===== src/hw/rtl/photon_efficiency_interpolator_unit_macros.svh =====
// Assertion macros shared by the RTL of the efficiency interpolator.
// Each macro samples on clk and is disabled while arst_n is low.
`ifndef PHOTON_EFFICIENCY_INTERPOLATOR_UNIT_MACROS_SVH
`define PHOTON_EFFICIENCY_INTERPOLATOR_UNIT_MACROS_SVH

// Same-cycle implication.
`define PEI_ASSERT_NOW(label, ante, cons, msg) \
	label: assert property (@(posedge clk) disable iff (!arst_n) (ante) |-> (cons)) \
		else $error(msg);

// Next-cycle implication.
`define PEI_ASSERT_NEXT(label, ante, cons, msg) \
	label: assert property (@(posedge clk) disable iff (!arst_n) (ante) |=> (cons)) \
		else $error(msg);

`endif


===== src/hw/rtl/pei_pkg.sv =====
package pei_pkg;

	localparam int TABLE_POINTS = 64;
	localparam int IDX_W        = $clog2(TABLE_POINTS);
	localparam int CNT_W        = 7;
	localparam int N_W          = (CNT_W > IDX_W) ? CNT_W : IDX_W + 1;

	localparam int PIDX_W = 6;
	localparam int WL_W   = 24;
	localparam int EFF_W  = 16;
	localparam int EN_W   = 16;

	localparam int S_DATA_W   = 64;
	localparam int M_DATA_W   = 16;
	localparam int CFG_IDX_W  = 1;
	localparam int CFG_DATA_W = 7;

	// Wavelength divider: 31-bit dividend, 25 quotient bits.
	localparam int NUM_W  = 31;
	localparam int DEN_W  = 23;
	localparam int WLQ_W  = 25;
	// Shared restoring divider.
	localparam int REM_W  = 25;
	localparam int DVD_W  = 42;
	localparam int DCNT_W = 5;
	// Interpolation.
	localparam int IQ_W   = 17;
	localparam int PROD_W = 43;

	localparam logic [NUM_W-1:0] WL_NUMERATOR    = 31'd1983747168;
	localparam logic [EFF_W-1:0] FIXED_POINT_TWO = 16'd13107;
	localparam logic [EFF_W-1:0] HALF_FULL_SCALE = 16'h7FFF;

	localparam logic OP_LOAD  = 1'b0;
	localparam logic OP_QUERY = 1'b1;

	localparam logic [CFG_IDX_W-1:0] CFG_POINT_COUNT  = 1'b0;
	localparam logic [CFG_IDX_W-1:0] CFG_TABLE_LOADED = 1'b1;

	typedef struct packed {
		logic [WL_W-1:0]  wl;
		logic [EFF_W-1:0] eff;
	} entry_t;

	// Input tdata layout, lowest field in the lowest bits.
	typedef struct packed {
		logic [1:0]        pad;
		logic [EN_W-1:0]   energy;
		logic [EFF_W-1:0]  eff;
		logic [WL_W-1:0]   wl;
		logic [PIDX_W-1:0] idx;
	} in_item_t;

endpackage


===== src/hw/rtl/photon_efficiency_interpolator_unit.sv =====
// Load transfer: no result; loads may arrive back to back.
// Query: goes straight to output when the table is not loaded or the energy is
// zero; otherwise the result waits on the 25-step wavelength division, the scan
// of one table entry per cycle through the single read port, and the 17-step
// interpolation division. One query at a time.
// arst_n clears control and the output valid; tables are undefined until loaded.
module photon_efficiency_interpolator_unit (
	input  logic                             clk,
	input  logic                             arst_n,
	// Input stream
	input  logic                             s_axis_tvalid,
	output logic                             s_axis_tready,
	// [5:0] point_index, [29:6] point_wavelength, [45:30] point_efficiency,
	// [61:46] photon_energy, [63:62] zero
	input  logic [pei_pkg::S_DATA_W-1:0]     s_axis_tdata,
	// [0] opcode
	input  logic                             s_axis_tuser,
	// Result stream
	output logic                             m_axis_tvalid,
	input  logic                             m_axis_tready,
	// [15:0] detect_efficiency
	output logic [pei_pkg::M_DATA_W-1:0]     m_axis_tdata,
	// Configuration writes
	input  logic                             cfg_we,
	input  logic [pei_pkg::CFG_IDX_W-1:0]    cfg_index,
	input  logic [pei_pkg::CFG_DATA_W-1:0]   cfg_data
);
	import pei_pkg::*;
	`include "photon_efficiency_interpolator_unit_macros.svh"

	localparam logic [3:0] S_IDLE = 4'd0;
	localparam logic [3:0] S_DIV  = 4'd1;
	localparam logic [3:0] S_LAST = 4'd2;
	localparam logic [3:0] S_SCAN = 4'd3;
	localparam logic [3:0] S_MUL  = 4'd4;
	localparam logic [3:0] S_ABS  = 4'd5;
	localparam logic [3:0] S_DIVI = 4'd6;
	localparam logic [3:0] S_ADJ  = 4'd7;
	localparam logic [3:0] S_OUT  = 4'd8;

	// Control state
	logic [3:0]        state_q;
	logic [IDX_W-1:0]  k_q;
	logic [DCNT_W-1:0] cnt_q;
	logic              m_valid_q;
	logic [CNT_W-1:0]  point_count_q;
	logic              table_loaded_q;

	// Datapath registers
	logic [REM_W-1:0]         rem_q;
	logic [DVD_W-1:0]         dvd_q;
	logic [REM_W-1:0]         dvs_q;
	logic [WLQ_W-1:0]         quo_q;
	logic [WLQ_W-1:0]         wl_q;
	logic [WL_W-1:0]          wlast_q;
	logic [WL_W-1:0]          w0_q;
	logic [WL_W-1:0]          w1_q;
	logic [EFF_W-1:0]         e0_q;
	logic [EFF_W-1:0]         e1_q;
	logic signed [PROD_W-1:0] prod_q;
	logic signed [REM_W-1:0]  span_q;
	logic                     neg_q;
	logic [EFF_W-1:0]         res_q;
	logic [M_DATA_W-1:0]      m_data_q;

	in_item_t in_item;
	logic     s_fire;
	logic     out_free;

	assign in_item       = in_item_t'(s_axis_tdata);
	assign s_axis_tready = (state_q == S_IDLE);
	assign s_fire        = s_axis_tvalid && s_axis_tready;
	assign out_free      = !m_valid_q || m_axis_tready;
	assign m_axis_tvalid = m_valid_q;
	assign m_axis_tdata  = m_data_q;

	// Last breakpoint index in use, with the count clamped to [2, TABLE_POINTS].
	logic [N_W-1:0]   n_ext;
	logic [IDX_W-1:0] n_last;

	always_comb begin
		n_ext = N_W'(point_count_q);
		if (n_ext < N_W'(2)) begin
			n_last = IDX_W'(1);
		end else if (n_ext > N_W'(TABLE_POINTS)) begin
			n_last = IDX_W'(TABLE_POINTS - 1);
		end else begin
			n_last = IDX_W'(n_ext - N_W'(1));
		end
	end

	// Breakpoint table: wavelength and efficiency side by side.
	logic                       ram_we;
	logic [IDX_W-1:0]           ram_waddr;
	entry_t                     ram_wdata;
	logic [IDX_W-1:0]           ram_raddr;
	logic [$bits(entry_t)-1:0]  ram_rdata;
	entry_t                     rd_entry;

	assign ram_we          = s_fire && (s_axis_tuser == OP_LOAD)
	                         && (32'(in_item.idx) < TABLE_POINTS);
	assign ram_waddr       = IDX_W'(in_item.idx);
	assign ram_wdata.wl    = in_item.wl;
	assign ram_wdata.eff   = in_item.eff;
	assign rd_entry        = entry_t'(ram_rdata);

	// Prefetch the last breakpoint while dividing, entry 0 next, then walk up.
	always_comb begin
		case (state_q)
			S_LAST:  ram_raddr = '0;
			S_SCAN:  ram_raddr = IDX_W'(k_q + IDX_W'(1));
			default: ram_raddr = n_last;
		endcase
	end

	pei_ram #(
		.WIDTH($bits(entry_t)),
		.DEPTH(TABLE_POINTS)
	) u_table (
		.clk   (clk),
		.we    (ram_we),
		.waddr (ram_waddr),
		.wdata (ram_wdata),
		.raddr (ram_raddr),
		.rdata (ram_rdata)
	);

	// Wavelength operands: round(19837471.68 / E) = (N + 50E) / (100E).
	logic [DEN_W-1:0] den;
	logic [NUM_W-1:0] num;

	assign den = DEN_W'(in_item.energy) * DEN_W'(100);
	assign num = WL_NUMERATOR + NUM_W'(den[DEN_W-1:1]);

	// Shared restoring divider: one quotient bit per cycle.
	logic [REM_W:0]   r_sh;
	logic             q_bit;
	logic [REM_W-1:0] rem_step;

	always_comb begin
		r_sh     = {rem_q, dvd_q[DVD_W-1]};
		q_bit    = (r_sh >= {1'b0, dvs_q});
		rem_step = q_bit ? REM_W'(r_sh - {1'b0, dvs_q}) : REM_W'(r_sh);
	end

	// Scan compare: first interval with w[k-1] < wl <= w[k]; wl on the first
	// breakpoint takes interval 0.
	logic out_of_range;
	logic hit;

	always_comb begin
		out_of_range = ({1'b0, rd_entry.wl} > wl_q) || (wl_q > {1'b0, wlast_q});
		hit = (({1'b0, w0_q} < wl_q) && (wl_q <= {1'b0, rd_entry.wl}))
		      || ((k_q == IDX_W'(1)) && (wl_q == {1'b0, w0_q}));
	end

	// Interpolation arithmetic.
	logic signed [WLQ_W:0]    diff;
	logic signed [EFF_W:0]    ediff;
	logic signed [PROD_W-1:0] prod_n;
	logic signed [REM_W-1:0]  span_n;
	logic [DVD_W-1:0]         a_mag;
	logic [REM_W-1:0]         d_mag;
	logic                     ovf;
	logic signed [IQ_W+1:0]   qs;
	logic signed [IQ_W+1:0]   v;
	logic [EFF_W-1:0]         v_clamp;

	always_comb begin
		diff   = $signed({1'b0, wl_q}) - $signed({2'b00, w0_q});
		ediff  = $signed({1'b0, e1_q}) - $signed({1'b0, e0_q});
		prod_n = PROD_W'(diff) * PROD_W'(ediff);
		span_n = $signed({1'b0, w1_q}) - $signed({1'b0, w0_q});
		a_mag  = prod_q[PROD_W-1] ? DVD_W'(-prod_q) : DVD_W'(prod_q);
		d_mag  = span_q[REM_W-1] ? REM_W'(-span_q) : REM_W'(span_q);
		// Quotient of 2^17 or more saturates either way.
		ovf    = (a_mag >= {d_mag, {IQ_W{1'b0}}});
		qs     = neg_q ? -$signed({2'b00, quo_q[IQ_W-1:0]})
		               :  $signed({2'b00, quo_q[IQ_W-1:0]});
		v      = $signed({3'b000, e0_q}) + qs;
		if (v[IQ_W+1]) begin
			v_clamp = '0;
		end else if (v[IQ_W:EFF_W] != 2'b00) begin
			v_clamp = '1;
		end else begin
			v_clamp = v[EFF_W-1:0];
		end
	end

	// Control
	always_ff @(posedge clk or negedge arst_n) begin
		if (!arst_n) begin
			state_q        <= S_IDLE;
			k_q            <= '0;
			cnt_q          <= '0;
			m_valid_q      <= 1'b0;
			point_count_q  <= CNT_W'(2);
			table_loaded_q <= 1'b0;
		end else begin
			if (cfg_we) begin
				unique case (cfg_index)
					CFG_POINT_COUNT:  point_count_q  <= cfg_data;
					CFG_TABLE_LOADED: table_loaded_q <= cfg_data[0];
				endcase
			end

			if (state_q == S_OUT && out_free) begin
				m_valid_q <= 1'b1;
			end else if (m_axis_tready) begin
				m_valid_q <= 1'b0;
			end

			unique case (state_q)
				S_IDLE: begin
					if (s_fire && s_axis_tuser == OP_QUERY) begin
						if (!table_loaded_q || in_item.energy == '0) begin
							state_q <= S_OUT;
						end else begin
							cnt_q   <= DCNT_W'(WLQ_W);
							state_q <= S_DIV;
						end
					end
				end
				S_DIV: begin
					cnt_q <= cnt_q - DCNT_W'(1);
					if (cnt_q == DCNT_W'(1)) begin
						state_q <= S_LAST;
					end
				end
				S_LAST: begin
					k_q     <= '0;
					state_q <= S_SCAN;
				end
				S_SCAN: begin
					if (k_q == '0) begin
						if (out_of_range) begin
							state_q <= S_OUT;
						end else begin
							k_q <= IDX_W'(1);
						end
					end else if (hit || k_q == n_last) begin
						state_q <= S_MUL;
					end else begin
						k_q <= k_q + IDX_W'(1);
					end
				end
				S_MUL: begin
					state_q <= (span_n == '0) ? S_OUT : S_ABS;
				end
				S_ABS: begin
					if (ovf) begin
						state_q <= S_OUT;
					end else begin
						cnt_q   <= DCNT_W'(IQ_W);
						state_q <= S_DIVI;
					end
				end
				S_DIVI: begin
					cnt_q <= cnt_q - DCNT_W'(1);
					if (cnt_q == DCNT_W'(1)) begin
						state_q <= S_ADJ;
					end
				end
				S_ADJ: begin
					state_q <= S_OUT;
				end
				S_OUT: begin
					// Hold the result until the output register frees up.
					if (out_free) begin
						state_q <= S_IDLE;
					end
				end
				default: begin
					state_q <= S_IDLE;
				end
			endcase
		end
	end

	// Datapath
	always_ff @(posedge clk) begin
		if (state_q == S_OUT && out_free) begin
			m_data_q <= res_q;
		end

		case (state_q)
			S_IDLE: begin
				if (!table_loaded_q) begin
					res_q <= FIXED_POINT_TWO;
				end else begin
					res_q <= '0;
				end
				rem_q <= REM_W'(num[NUM_W-1:WLQ_W]);
				dvd_q <= {num[WLQ_W-1:0], {(DVD_W - WLQ_W){1'b0}}};
				dvs_q <= REM_W'(den);
				quo_q <= '0;
			end
			S_DIV, S_DIVI: begin
				rem_q <= rem_step;
				dvd_q <= {dvd_q[DVD_W-2:0], 1'b0};
				quo_q <= {quo_q[WLQ_W-2:0], q_bit};
			end
			S_LAST: begin
				wl_q    <= quo_q;
				wlast_q <= rd_entry.wl;
			end
			S_SCAN: begin
				// Out-of-range result is zero; res_q already holds it.
				if (k_q != '0 && (hit || k_q == n_last)) begin
					w1_q <= rd_entry.wl;
					e1_q <= rd_entry.eff;
				end else begin
					w0_q <= rd_entry.wl;
					e0_q <= rd_entry.eff;
				end
			end
			S_MUL: begin
				prod_q <= prod_n;
				span_q <= span_n;
				res_q  <= e0_q >> 1;
			end
			S_ABS: begin
				neg_q <= prod_q[PROD_W-1] ^ span_q[REM_W-1];
				res_q <= (prod_q[PROD_W-1] ^ span_q[REM_W-1]) ? '0 : HALF_FULL_SCALE;
				rem_q <= a_mag[DVD_W-1:IQ_W];
				dvd_q <= {a_mag[IQ_W-1:0], {(DVD_W - IQ_W){1'b0}}};
				dvs_q <= d_mag;
				quo_q <= '0;
			end
			S_ADJ: begin
				res_q <= v_clamp >> 1;
			end
			default: begin
			end
		endcase
	end

	`PEI_ASSERT_NOW(a_load_only_idle, ram_we, state_q == S_IDLE,
		"table write outside idle")
	`PEI_ASSERT_NOW(a_scan_bound, state_q == S_SCAN, k_q <= n_last,
		"scan ran past last breakpoint")
	`PEI_ASSERT_NOW(a_rem_below_dvs, state_q == S_DIV || state_q == S_DIVI,
		rem_q < dvs_q, "divider remainder not below divisor")
	`PEI_ASSERT_NOW(a_quot_fits, state_q == S_ADJ, quo_q[WLQ_W-1:IQ_W] == '0,
		"interpolation quotient overflow")
	`PEI_ASSERT_NEXT(a_out_issue, state_q == S_OUT && out_free,
		m_valid_q && state_q == S_IDLE, "result not issued from output state")

endmodule


===== src/hw/rtl/pei_ram.sv =====
module pei_ram #(
	parameter int WIDTH = 8,
	parameter int DEPTH = 16
) (
	input  logic                     clk,
	input  logic                     we,
	input  logic [$clog2(DEPTH)-1:0] waddr,
	input  logic [WIDTH-1:0]         wdata,
	input  logic [$clog2(DEPTH)-1:0] raddr,
	output logic [WIDTH-1:0]         rdata
);

	logic [WIDTH-1:0] mem [DEPTH];

	always_ff @(posedge clk) begin
		if (we) begin
			mem[waddr] <= wdata;
		end
		rdata <= mem[raddr];
	end

endmodule


===== config.mk =====
export PLATFORM = sky130hd
export DESIGN_NAME = photon_efficiency_interpolator_unit
export DESIGN_NICKNAME = d
export VERILOG_FILES = /design/src/hw/rtl/pei_pkg.sv /design/src/hw/rtl/photon_efficiency_interpolator_unit.sv /design/src/hw/rtl/pei_ram.sv
export VERILOG_INCLUDE_DIRS = /design/src /design/src/hw/rtl
export SDC_FILE = /design/constraint.sdc
export NUM_CORES = 2
export LEC_CHECK = 0
export BUFFER_PORTS_ARGS = -buffer_cell sky130_fd_sc_hd__buf_2
export CAP_MARGIN = 10
export CORE_MARGIN = 2
export CORE_UTILIZATION = 58
export DETAILED_ROUTE_END_ITERATION = 7
export PLACE_DENSITY = 0.75
export SYNTH_ARGS = -nofsm -noshare
export SYNTH_HDL_FRONTEND = slang
export SYNTH_SLANG_ARGS = --single-unit

===== constraint.sdc =====
create_clock -name clk -period 8.6 [get_ports clk]
set_input_delay 1.29 -clock clk [delete_from_list [all_inputs] [get_ports clk]]
set_output_delay 1.29 -clock clk [all_outputs]
set_load 0.02 [all_outputs]

Word-level counts from Yosys, hierarchy flattened
Memories as Yosys holds them, arrays and structs flattened. A register that Yosys moved wholly into a read port is not among the register bits.
Cells that the tools add are included.
W data, S select, Z words.

cells by class
  $add $sub $neg = 12
  $mul = 2
  magnitude comparators = 8
  equality and inequality tests = 22
  muxes and demuxes = 39
  bitwise gates (word level) = 4
  reductions and logical operators = 35

operators by type and width
  operator                  number
  $pmux W42 S3              1
  $pmux W25 S2              2
  $pmux W25 S3              1
  $pmux W16 S4              1
  $mux W25                  2
  $mul A26 B17 Y43          1
  $ge A42 B42 Y1            1
  $mux W42                  1
  $neg A42 Y42              1
  $mux W4                   10
  $pmux W4 S9               1
  $mux W16                  2
  $add A29 B23 Y30 const A  1
  $mux W6                   5
  $ge A26 B25 Y1            1
  $sub A25 B24 Y26          1
  $eq A25 B24 Y1            1
  $gt A24 B25 Y1            1
  $gt A25 B24 Y1            1
  $le A25 B24 Y1            1
  $logic_not A25 Y1         1
  $lt A24 B25 Y1            1
  $neg A25 Y25              1
  $sub A24 B24 Y25          1
  44 further kinds          82

word-level totals
  flip-flop bits (word level) = 371
  bits in writable memories = 2560
  input port bits = 78
  output and inout bits = 18
  word-level logic and storage cells = 144
  memories = 1

memories
  name         words  bits a word  rd ports  clocked after Yosys merged registers in  write ports  RTL line       source
  u_table.mem  64     40           1         1                                        1            pei_ram.sv:13  logic [WIDTH-1:0] mem [DEPTH];

Depth between registers and ports, before layout
  depth in word-level cells = 8
  depth in mapped cells = 37
  gate-level depth less buffers = 36

Modules after synthesis
Synthesis repeated with hierarchy kept, for this count alone.

second synthesis, totals
  cell total of the unflattened synthesis = 8336
  area total of the unflattened synthesis = 137301.7 um2

modules (own cells, without submodules)
  module                               times used  cells each  area an instance (um2)  sequential area each (um2)
  pei_ram                              1           4195        97836.3                 77674.5
  photon_efficiency_interpolator_unit  1           4141        39465.4                 10421.2

Worst setup path before layout
OpenSTA, ideal clock, no wires.

  path kind = register to register
  start = reg wl_q[7]
  end = reg prod_q[39] (data pin)
  setup time = 259 ps
  arrival time = 8515 ps
  slack = -174 ps
  stages on the path, launching flop included = 37
  cell sequence = edfxtp_1 ha_1 clkbuf_1 a21o_1 a21o_1 a21oi_1 o211ai_1 or2_2 clkbuf_1 a41o_1 a21oi_1 o21ai_0 a21oi_1 xor2_1 nor2_1 fa_1 inv_1 fa_1 fa_1 inv_1 fa_1 fa_1 inv_1 fa_1 inv_1 ha_1 a21o_1 a21o_1 a21oi_1 a21oi_1 a211o_1 o21ai_0 a21oi_1 a41oi_1 o21ai_0 a21oi_1 xnor2_1

on the way
  longest elaborated chain between the ends = 2

ends and longest elaborated chain
  what                      RTL line                                    source
  start: declaration        photon_efficiency_interpolator_unit.sv:54   logic [WLQ_W-1:0] wl_q;
  start signal: assignment  photon_efficiency_interpolator_unit.sv:304  wl_q <= quo_q;
  $sub A25 B24 Y26          photon_efficiency_interpolator_unit.sv:170  diff = $signed({1'b0, wl_q}) - $signed({2'b00, w0_q});
  $mul A26 B17 Y43          photon_efficiency_interpolator_unit.sv:172  prod_n = PROD_W'(diff) * PROD_W'(ediff);
  via prod_n[39]            photon_efficiency_interpolator_unit.sv:160  logic signed [PROD_W-1:0] prod_n;
  end signal: assignment    photon_efficiency_interpolator_unit.sv:318  prod_q <= prod_n;
  end: declaration          photon_efficiency_interpolator_unit.sv:60   logic signed [PROD_W-1:0] prod_q;

The timed path passes the listed nets, and every way through them passes these cells.
A chain may end at the register's enable or synchronous reset.

Worst setup path after layout
  start = reg e1_q[1]
  end = reg prod_q[40] (data pin)

on the way
  longest elaborated chain between the ends = 2

ends and longest elaborated chain
  what                      RTL line                                    source
  start: declaration        photon_efficiency_interpolator_unit.sv:59   logic [EFF_W-1:0] e1_q;
  start signal: assignment  photon_efficiency_interpolator_unit.sv:311  e1_q <= rd_entry.eff;
  $sub A16 B16 Y17          photon_efficiency_interpolator_unit.sv:171  ediff = $signed({1'b0, e1_q}) - $signed({1'b0, e0_q});
  $mul A26 B17 Y43          photon_efficiency_interpolator_unit.sv:172
  via prod_n[40]            photon_efficiency_interpolator_unit.sv:160

The timed path passes the listed nets, and every way through them passes these cells.

==> results.md <==
* Status: complete, no violations
* Die width at 497 um
* CTS root buf: clkbuf_16
* Vias per inst at 6.33
* DP HPWL at 230000 um
* Skew final at 129 ps
* MaxCap Viol Count at 0
* Largest net degree at the start of global routing at 161
* Syn_nets at 12.7k
* Site row count at 181
* Final Instance Area at 158000 sq um
* Commonest cells post-synth: nand2_1 (3019), edfxtp_1 (2887), inv_1 (725)
* Crit path DAT at 8930 ps
* CTS Hold Bufs at 0
* Setup CP Type: reg -> reg
* Mean Syn Cell Area at 12.0 sq um
* Max transition margin at 12.7%
* Gr usage total at 31.2%
* GR Overflow Total at 0
* Total CTS buffers at 310
* DR vias at 97.5k
* CP max stage cell: fa_1
* Synth top area cells: edfxtp_1 (61%), nand2_1 (8.0%), fa_1 (6.4%)
* CTS tree: built
* 1st-iter DRT viols at 12.0k
* Initial Util at 58.2%
* CP Max Fanout at 5
* DRT Pass-1 Iters at 8
* Antenna violations before repair at 31
* Syn Std Cell Area at 141000 sq um
* Top cell type's share of synthesized area at 61.4%
* Main flop type after synthesis: edfxtp_1
* Yosys top cell by area: edfxtp_1
* Hold Slack at 396 ps
* First-pass GRT wire length at 583000 um
* Vias in the first global route at 96.2k
* CP dominant cell by count: fa_1
* Io pins at 96
* Number of synthesized flops with an enable pin at 2887
* H-tree depth at 5
* Fin crit period at 8280 ps
* Slew Limit Fails at 0
* CP Capture Type: flip-flop
* HP Class: reg -> reg
* Clk buf depth at 4
* CTS Sinks at 2951
* CP peak stage delay at 510 ps
* Synth Register Bits at 2951
* Share of layout cells above drive strength 1 at 9.71%
* WL per Instance at 25.6 um
* Final total negative setup slack at 0 ps
* Final hold vios at 0
* Final GP Congestion at 0.963
* Remaining DRCs at 0
* Required @ worst endpoint at 9250 ps
* Skew-Pair Late Insertion Delay at 960 ps
* Number of standard cells after synthesis at 11.8k
* Final #Nets at 12.8k
* FMAX at 121 MHz
* Area delta synth->final at 11.7%
* Port bufs at 92
* Seq/Total Area, Yosys at 62.4%
* Post-layout util at 65.0%
* Total core area at 243000 sq um
* Final setup viols at 0
* Placed inst area at 147000 sq um
* Die Y at 497 um
* Distinct cell type count after synthesis at 91
* Die area at 247000 sq um
* Crit share post-route at 96.3%
* Clock-pin slew on the worst setup and hold paths at 60 ps
* Routed Antenna Nets at 0
* Post-synth ARST share at 0.813%
* Total Wirelength at 394000 um
* Synth warn at 0
* Worst-Margin Slew at 1300 ps
* CP Launch Type: flip-flop
* Most frequent cell after synthesis: nand2_1
==> registers in the layout (all words and copies together) (netlist names), 25 cells and up <==
register / cells
dvs_q: 25
wl_q: 25
u_table.mem: 2560
prod_q: 43
u_table.rdata: 40
span_q: 25
quo_q: 25
rem_q: 25
==> path summary, 6_finish.rpt <==
| path | slack (ps) | start | endpoint | depth (start not counted) |
|---|---|---|---|---|
| setup / recovery | 320 | e1_q[1] | prod_q[40] | 37 |
| hold / removal | 400 | u_table.rdata[13] | e0_q[13] | 0 |
| setup reg to reg | 320 | e1_q[1] | prod_q[40] | 37 |
| hold reg to reg | 400 | u_table.rdata[13] | e0_q[13] | 0 |
| max in group asynchronous | 7800 | arst_n | k_q[0] | 1 |
| min in group asynchronous | 410 | arst_n | n_ext[2] | 1 |
==> timing repair <==
action | CTS | global route
endpoints found under the setup margin | 14 | 21
resized for setup | 15 | 105
setup buffers | 4 | 25
pin swaps | 6 | 64
==> metal layers <==
| metal | wire length, um | GRT usage, % |
|---|---|---|
| met1 | 144000 | 40.7 |
| met2 | 187000 | 50.3 |
| met3 | 39800 | 5.05 |
| met4 | 24000 | 17.1 |
| met5 | 41 | 0 |
==> worst max-delay path: cells and delay by family (launching register included) <==
family                     cells  cell delay (ps)
DFF                            1              380
buffers and inverters          8              910
and+or+nand+nor                4              350
adders and majority gates      8             3490
AOI/OAI and AO/OA             16             2760
xor gates and xnor gates       1              190
==> final cells by class <==
type	count	area, sq um
Multi-Input combinational cell	7438	49000
Antenna cell	22	55.1
Tap cell	3202	4010
Clock buffer	392	8250
Sequential cell	2951	88100
Fill cell	17000	85000
Clock inverter	140	1240
Timing Repair Buffer	538	4380
Inverter	727	2730
==> placed cells by master, fill, tap and decap left out, types with 110 or more instances in the layout <==
cell type  synthesis  routed
nor2_1           432     364
buf_4              1     391
a311oi_1         442     442
nand3_1          684     684
clkbuf_16          0     315
a211oi_1         132     131
inv_1            725     722
a31oi_1          216     215
xor2_1           114     110
nand2_1         3019    3017
fa_1             448     443
o21ai_0          163     144
a21oi_1          229     212
xnor2_1          152     142
edfxtp_1        2887    2887
and3_1           357     357
ha_1             351     342
==> per-stage QoR <==
step	setup WS [ps]	cells
after floorplan	36.0	11800
after global routing	-51.4	15400
after CTS	2.76	15400
final	319	15400
after detailed placement	-725	14800
after global placement	-467	14800
==> cell families (layout without fill, tap and decap cells) <==
family          Yosys count  count (layout)  share of synthesized area, %
flops                  2951            2951                          62.4
buf+inv                1402            1797                          3.74
xor+xnor                266             266                          1.65
mux                      30              30                         0.220
fa+ha+maj               799             799                          9.46
compound gates         1567            1567                          8.04
simple gates           4775            4775                          14.5
other cells               1              23                       0.00266
Power is left out: the tool's default activity adds up to more than one toggle a clock period on the data nets, which glitch-free logic cannot reach.
